$ cat src/rtl/twsd_pkg.sv
// Shared constants, types and register codes of the time-window spike detector.
`timescale 1ns / 1ps
`default_nettype none
package twsd_pkg;

  localparam int DEFAULT_RING_DEPTH = 64;

  localparam int STAMP_W  = 32;
  localparam int VALUE_W  = 16;
  localparam int WINDOW_W = 16;
  localparam int RATIO_W  = 8;
  localparam int HELD_W   = 7;
  localparam int TOTAL_W  = 22;
  localparam int ADDR_W   = 3;
  localparam int DATA_W   = 32;

  localparam logic [WINDOW_W-1:0] WINDOW_RESET = 16'd5;
  localparam logic [RATIO_W-1:0]  RATIO_RESET  = 8'd2;

  typedef enum logic {
    REG_WINDOW_DURATION = 1'b0,
    REG_SPIKE_RATIO     = 1'b1
  } reg_index_t;

  typedef struct packed {
    logic [STAMP_W-1:0] stamp;
    logic [VALUE_W-1:0] value;
  } ring_entry_t;

endpackage
`default_nettype wire

$ cat src/rtl/twsd_ring.sv
// Sample ring storage: one write port and one registered read port.
`timescale 1ns / 1ps
`default_nettype none
module twsd_ring #(
  parameter int RING_DEPTH = twsd_pkg::DEFAULT_RING_DEPTH,
  localparam int PTR_W = (RING_DEPTH > 1) ? $clog2(RING_DEPTH) : 1
) (
  input  wire logic                  clk,
  input  wire logic                  wr_en,
  input  wire logic [PTR_W-1:0]      wr_addr,
  input  wire twsd_pkg::ring_entry_t wr_data,
  input  wire logic                  rd_en,
  input  wire logic [PTR_W-1:0]      rd_addr,
  output twsd_pkg::ring_entry_t      rd_data
);
  import twsd_pkg::*;

  ring_entry_t mem [RING_DEPTH];

  always_ff @(posedge clk) begin
    if (wr_en) begin
      mem[wr_addr] <= wr_data;
    end
  end

  always_ff @(posedge clk) begin
    if (rd_en) begin
      rd_data <= mem[rd_addr];
    end
  end

endmodule
`default_nettype wire

$ cat src/rtl/time_window_spike_detector.sv
// Top level of the time-window spike detector: control, window state and APB registers.
`timescale 1ns / 1ps
`default_nettype none
//
// Channel   Handshake                    Payload
// sample    sample_valid / sample_ready  sample_time, sample_value
// result    result_valid / result_ready  spike, entries_held, window_total, dropped_full
// config    APB psel / penable / pready  paddr, pwdata, prdata
//
// A sample passes through ST_EVICT, which retires the samples that age out of the window
// one at a time through the single read port of the ring, then writes the new one, and ST_RESULT.
// Reset is synchronous and clears the window; ring contents are not cleared.
// A new sample is taken while an earlier result waits in the output register; the
// block holds in its final step only if that register is still occupied.
module time_window_spike_detector #(
  parameter int RING_DEPTH = twsd_pkg::DEFAULT_RING_DEPTH
) (
  input  wire logic                            clk,
  input  wire logic                            rst,
  input  wire logic                            psel,
  input  wire logic                            penable,
  input  wire logic                            pwrite,
  input  wire logic [twsd_pkg::ADDR_W-1:0]     paddr,
  input  wire logic [twsd_pkg::DATA_W-1:0]     pwdata,
  output logic      [twsd_pkg::DATA_W-1:0]     prdata,
  output logic                                 pready,
  input  wire logic                            sample_valid,
  output logic                                 sample_ready,
  input  wire logic [twsd_pkg::STAMP_W-1:0]    sample_time,
  input  wire logic [twsd_pkg::VALUE_W-1:0]    sample_value,
  output logic                                 result_valid,
  input  wire logic                            result_ready,
  output logic                                 spike,
  output logic      [twsd_pkg::HELD_W-1:0]     entries_held,
  output logic      [twsd_pkg::TOTAL_W-1:0]    window_total,
  output logic                                 dropped_full
);
  import twsd_pkg::*;

  localparam int PTR_W  = (RING_DEPTH > 1) ? $clog2(RING_DEPTH) : 1;
  localparam int CNT_W  = $clog2(RING_DEPTH + 1);
  localparam int SUM_W  = CNT_W + 1;
  localparam int TOT_W  = VALUE_W + CNT_W;
  localparam int PROD_W = RATIO_W + TOT_W;

  typedef enum logic [1:0] {
    ST_IDLE,
    ST_EVICT,
    ST_RESULT
  } state_t;

  state_t                state;
  logic [PTR_W-1:0]      oldest_slot;
  logic [CNT_W-1:0]      held_count;
  logic [TOT_W-1:0]      running_total;
  logic [STAMP_W-1:0]    cur_time;
  logic [VALUE_W-1:0]    cur_value;
  logic                  cur_dropped;
  logic [WINDOW_W-1:0]   window_duration;
  logic [RATIO_W-1:0]    spike_ratio;

  ring_entry_t           rd_entry;
  ring_entry_t           wr_entry;
  logic                  rd_en;
  logic [PTR_W-1:0]      rd_addr;
  logic                  wr_en;
  logic [PTR_W-1:0]      wr_slot;

  logic [PTR_W-1:0]      oldest_inc;
  logic [SUM_W-1:0]      slot_sum;
  logic                  expired;
  logic                  pop;
  logic                  full;
  logic                  take_sample;
  logic                  out_free;
  logic [PROD_W-1:0]     prod_new;
  logic [PROD_W-1:0]     prod_ref;
  logic                  spike_next;
  logic [CNT_W+HELD_W-1:0]   held_wide;
  logic [TOT_W+TOTAL_W-1:0]  total_wide;

  assign pready       = 1'b1;
  assign sample_ready = (state == ST_IDLE);
  assign take_sample  = sample_valid && sample_ready;
  assign out_free     = !result_valid || result_ready;

  assign oldest_inc = (oldest_slot == PTR_W'(RING_DEPTH - 1)) ? '0 : oldest_slot + 1'b1;
  assign slot_sum   = SUM_W'(oldest_slot) + SUM_W'(held_count);
  assign wr_slot    = (slot_sum >= SUM_W'(RING_DEPTH)) ?
                      PTR_W'(slot_sum - SUM_W'(RING_DEPTH)) : PTR_W'(slot_sum);

  assign expired = ({1'b0, rd_entry.stamp} + (STAMP_W+1)'(window_duration))
                   <= {1'b0, cur_time};
  assign pop     = (state == ST_EVICT) && (held_count != '0) && expired;
  assign full    = (held_count == CNT_W'(RING_DEPTH));

  assign rd_en   = take_sample || pop;
  assign rd_addr = take_sample ? oldest_slot : oldest_inc;
  assign wr_en   = (state == ST_EVICT) && !pop;
  assign wr_entry.stamp = cur_time;
  assign wr_entry.value = cur_value;

  assign prod_new   = PROD_W'(cur_value) * PROD_W'(held_count);
  assign prod_ref   = PROD_W'(spike_ratio) * PROD_W'(running_total);
  assign spike_next = (held_count >= CNT_W'(2)) && (prod_new > prod_ref);

  assign held_wide  = {{HELD_W{1'b0}}, held_count};
  assign total_wide = {{TOTAL_W{1'b0}}, running_total};

  twsd_ring #(
    .RING_DEPTH(RING_DEPTH)
  ) u_ring (
    .clk     (clk),
    .wr_en   (wr_en),
    .wr_addr (wr_slot),
    .wr_data (wr_entry),
    .rd_en   (rd_en),
    .rd_addr (rd_addr),
    .rd_data (rd_entry)
  );

  always_ff @(posedge clk) begin
    if (rst) begin
      state         <= ST_IDLE;
      oldest_slot   <= '0;
      held_count    <= '0;
      running_total <= '0;
      result_valid  <= 1'b0;
      cur_dropped   <= 1'b0;
    end else begin
      if (result_valid && result_ready && (state != ST_RESULT)) begin
        result_valid <= 1'b0;
      end
      unique case (state)
        ST_IDLE: begin
          if (take_sample) begin
            cur_time    <= sample_time;
            cur_value   <= sample_value;
            cur_dropped <= 1'b0;
            state       <= ST_EVICT;
          end
        end
        ST_EVICT: begin
          if (pop) begin
            running_total <= running_total - TOT_W'(rd_entry.value);
            oldest_slot   <= oldest_inc;
            held_count    <= held_count - 1'b1;
          end else begin
            if (full) begin
              running_total <= running_total - TOT_W'(rd_entry.value) + TOT_W'(cur_value);
              oldest_slot   <= oldest_inc;
              cur_dropped   <= 1'b1;
            end else begin
              running_total <= running_total + TOT_W'(cur_value);
              held_count    <= held_count + 1'b1;
            end
            state <= ST_RESULT;
          end
        end
        ST_RESULT: begin
          if (out_free) begin
            result_valid <= 1'b1;
            spike        <= spike_next;
            entries_held <= held_wide[HELD_W-1:0];
            window_total <= total_wide[TOTAL_W-1:0];
            dropped_full <= cur_dropped;
            state        <= ST_IDLE;
          end
        end
        default: begin
          state <= ST_IDLE;
        end
      endcase
    end
  end

  always_ff @(posedge clk) begin
    if (rst) begin
      window_duration <= WINDOW_RESET;
      spike_ratio     <= RATIO_RESET;
    end else if (psel && penable && pwrite && pready) begin
      unique case (reg_index_t'(paddr[2]))
        REG_WINDOW_DURATION: window_duration <= pwdata[WINDOW_W-1:0];
        REG_SPIKE_RATIO:     spike_ratio     <= pwdata[RATIO_W-1:0];
        default: ;
      endcase
    end
  end

  always_comb begin
    unique case (reg_index_t'(paddr[2]))
      REG_WINDOW_DURATION: prdata = {{(DATA_W-WINDOW_W){1'b0}}, window_duration};
      REG_SPIKE_RATIO:     prdata = {{(DATA_W-RATIO_W){1'b0}}, spike_ratio};
      default:             prdata = '0;
    endcase
  end

endmodule
`default_nettype wire
$ cat config.mk
export PLATFORM = sky130hd
export DESIGN_NAME = time_window_spike_detector
export DESIGN_NICKNAME = d
export VERILOG_FILES = /design/src/rtl/twsd_pkg.sv /design/src/rtl/twsd_ring.sv /design/src/rtl/time_window_spike_detector.sv
export SDC_FILE = /design/constraint.sdc
export NUM_CORES = 2
export LEC_CHECK = 0
export ABC_AREA = 1
export BUFFER_PORTS_ARGS = -buffer_cell sky130_fd_sc_hd__buf_2
export CAP_MARGIN = 30
export CORE_AREA = 10 10 543 545
export CTS_BUF_LIST = sky130_fd_sc_hd__clkbuf_2 sky130_fd_sc_hd__clkbuf_4 sky130_fd_sc_hd__clkbuf_8
export CTS_CLUSTER_DIAMETER = 150
export DETAILED_ROUTE_END_ITERATION = 10
export DIE_AREA = 0 0 553 555
export HOLD_SLACK_MARGIN = 0.05
export PLACE_DENSITY = 0.74
export SYNTH_ARGS = -nofsm -noshare
export SYNTH_HDL_FRONTEND = slang
export SYNTH_SLANG_ARGS = --single-unit
$ cat constraint.sdc
create_clock -name clk -period 21.2 [get_ports clk]
set_clock_uncertainty 0.2 [all_clocks]
set_input_delay 3.18 -clock clk [delete_from_list [all_inputs] [get_ports clk]]
set_output_delay 3.18 -clock clk [all_outputs]
set_load 0.02 [all_outputs]
==> key figures <==
Outcome
  – Status: complete, but fails checks
  – Failing checks: DRC

Clock tree
  – TritonCTS Buffers: 483
  – Htree depth: 5
  – Hold buffer count at cts: 0
  – CTS tree: yes
  – CTS root buffer: clkbuf_8
  – Setup bufs post-CTS: 0
  – Post-cts sizing count: 0
  – Clock net sink count: 3263
  – Clk_lat worst skew: 1.08 ns
  – Clk buf depth: 4
  – Clock transition at the registers of the reported paths: 0.06 ns

Drt
  – Final ANT Viol Nets: 0
  – Pre-antenna DRT Iters: 9
  – Drt drc: 2
  – Wire length per cell after detailed routing: about 27 um
  – Final WL: 422000 um
  – Iteration-0 DRC Markers: 15.3k
  – Via/cell ratio: about 6.3
  – DR vias: 99.0k

Yosys
  – Post-Synthesis Mean Instance Area: about 12 um2
  – EDFF count, synth: roughly 3.2k
  – Post-synth cell types: 52
  – Yosys reg bits: 3263
  – Most common cell in the netlist: edfxtp_1
  – Synth Flop Type: edfxtp_1
  – Commonest cells in the netlist: edfxtp_1 (3199), nor2_1 (2034), o21ai_0 (1763)
  – Synth area leader: edfxtp_1
  – Post-synth top area share: 67.9%
  – Register area share after synthesis: 68.8%
  – Ys Warns: 0
  – Asr flop ratio synth: 0%
  – Top cells by area, synth: edfxtp_1 (68%), o21ai_0 (6.2%), nor2_1 (5.4%)
  – Synth Cell Area: 141000 um2
  – Mapped Cells: 11.6k

Timing
  – Fmax: 108 MHz
  – Worst-Margin Slew: 1.13 ns
  – Hold_ws: 0.269 ns
  – Final hold viol count: 0
  – Minimum clock period: 9.22 ns
  – Slew Viols, Final: 0
  – Post-route clock period utilization: around 43%
  – RSZ-0062 raised after global routing: no
  – Relative slew margins: between 20% and 30%
  – Final setup viols: 0
  – TNS Setup: 0 ns

Pwr
  – Pwr dens: around 120 nW/um2
  – Leak: roughly 54 nW
  – Peak supply drop: about 120 uV
  – Pwr Total: 18.2 mW

Hold path
  – Hold-critical path endpoint: dropped_full
  – HP Start: cur_dropped
  – Worst hold path depth: 0
  – Hold/Removal Path Class: flip-flop to flip-flop

Cells and area
  – Fill cells: ~23k
  – Layout cells sized above 1: slightly above 10%
  – Nets: about 12k
  – Multi-input logic area: 38800 um2
  – Synthesis-to-layout area growth: 10.1%
  – Post-Layout Cell Count: around 16k
  – Seq. cell area: about 97000 um2

Critical path
  – Max FO, Critical Path: 35
  – Reg2reg end: u_ring.mem[29][45]
  – Req. time, crit path: 21.67 ns
  – Slowest CP cell: buf_4
  – R2R depth: 28
  – Worst Path Arrival: around 9.7 ns
  – Worst setup EP type: flip-flop
  – Worst reg-to-reg setup slack: 11.98 ns
  – Crit path launch type: flip-flop
  – Critical path class: flip-flop to flip-flop
  – Crit path largest cell delay: approximately 0.91 ns
  – Worst r2r src: window_duration[2]

Global route
  – Largest net degree at the start of global routing: 189
  – Total track usage: about a quarter
  – Global route total overflow: 0
  – Global-route wire length before repair: 613000 um
  – Number of global-route vias before repair: 96.8k
  – Initial antenna violation count: 17

Floorplanning
  – Die ar.: 307000 um2
  – Num rows: 196
  – Starting density of the core: around 50%
  – CORE AREA: 284000 um2
  – Die height: 555 um
  – Chip Width: 553 um
  – # IOs: 156

Place
  – Port Buffers: 120
  – DP Cell Count: ~15k
  – Placer congestion estimate: 0.887
  – Detailed placement HPWL: roughly 230000 um

Run
  – Max-cap viol count: 0
-- flip-flops by register name (all words and copies together), names as in the netlist --
name             cells
result_valid         1
entries_held         7
state                2
cur_dropped          1
running_total       23
spike_ratio          8
window_total        22
dropped_full         1
spike                1
u_ring.rd_data      48
window_duration     16
cur_value           16
cur_time            32
oldest_slot          6
held_count           7
u_ring.mem        3072
-- kinds of logic (layout without fill, tap and decap cells) --
group,Yosys count,after routing,synth area share [%]
compound gates,3295,3295,13.0
flops,3263,3263,68.8
simple gates,3072,3072,8.59
buf+inv,1422,1898,4.21
fa+ha+maj,406,406,4.65
xor+xnor,115,115,0.712
other cells,2,22,0.00531
-- cells in the final DEF, fill, tap and decap left out, drive strengths merged, types with 17 or more instances in the layout --
master and n:
nor2 2036, o221ai 106, o21bai 98, edfxtp 3199, a31oi 20, a21oi 169, o22ai 761, inv 657
xnor2 40, nand3 209, clkbuf 664, ha 206, nand4 38, nand2 752, clkinv 176, o211ai 106
dfxtp 64, conb 17, o21ai 2018, fa 200, xor2 75, buf 379
-- routing by layer --
metal  global-route usage, %  part of all wire [%]  up-vias
met1                    34.1                    35    48100
li1                        -                     -    42200
met3                    6.90                    14     1318
met5                   0.185                 0.032        -
met4                    13.5                   5.6       10
met2                    41.0                    45     7369
-- where the power goes --
part           total [mW]  switching [mW]  internal [mW]
Sequential           7.51           0.164           7.34
Combinational        5.74            4.08           1.65
Clock                4.99            2.39           2.60
Total                18.2            6.64           11.6
-- critical path, delay by kind of cell (launching register included) --
family          cells  cell delay [ns]
buf+inv             7             2.03
compound gates      6             1.69
fa+ha+maj           2             0.67
xor+xnor            1             0.13
flops               1             0.69
simple gates       12             3.38
-- stage by stage --
| stage | area [um2] | util [%] | setup WS [ns] |
|---|---|---|---|
| after floorplan | 142000 | - | 13.87 |
| after global placement | 146000 | 51.3 | 11.51 |
| after detailed placement | 146000 | 51.5 | 11.37 |
| after CTS | 156000 | 54.8 | 12.29 |
| after global routing | 156000 | 54.9 | 11.84 |
| final | 156000 | 54.9 | 11.98 |
-- worst max path at each step --
| stage | start | endpoint | slack (ns) | depth (start not counted) |
|---|---|---|---|---|
| after floorplan | paddr[2] | prdata[6] | 13.87 | 4 |
| after global placement | sample_valid | u_ring.rd_data[17] | 11.51 | 16 |
| after detailed placement | sample_valid | u_ring.rd_data[17] | 11.37 | 16 |
| after CTS | window_duration[2] | u_ring.mem[46][37] | 12.29 | 28 |
| after global routing | window_duration[2] | u_ring.mem[44][18] | 11.84 | 28 |
| final | window_duration[2] | u_ring.mem[29][45] | 11.98 | 28 |
-- cell type report --
class                   instances  share of cell area [%]
clock buffers                 664                    5.17
inverters                     650                    1.60
flip-flops and latches       3263                    62.5
clock inverters               205                   0.825
diodes                          5                 0.00803
well taps                    3762                    3.02
multi-input cells            6905                    24.9
repair buffers                379                    2.02
Note: power is estimated with default switching activity, not from simulation.
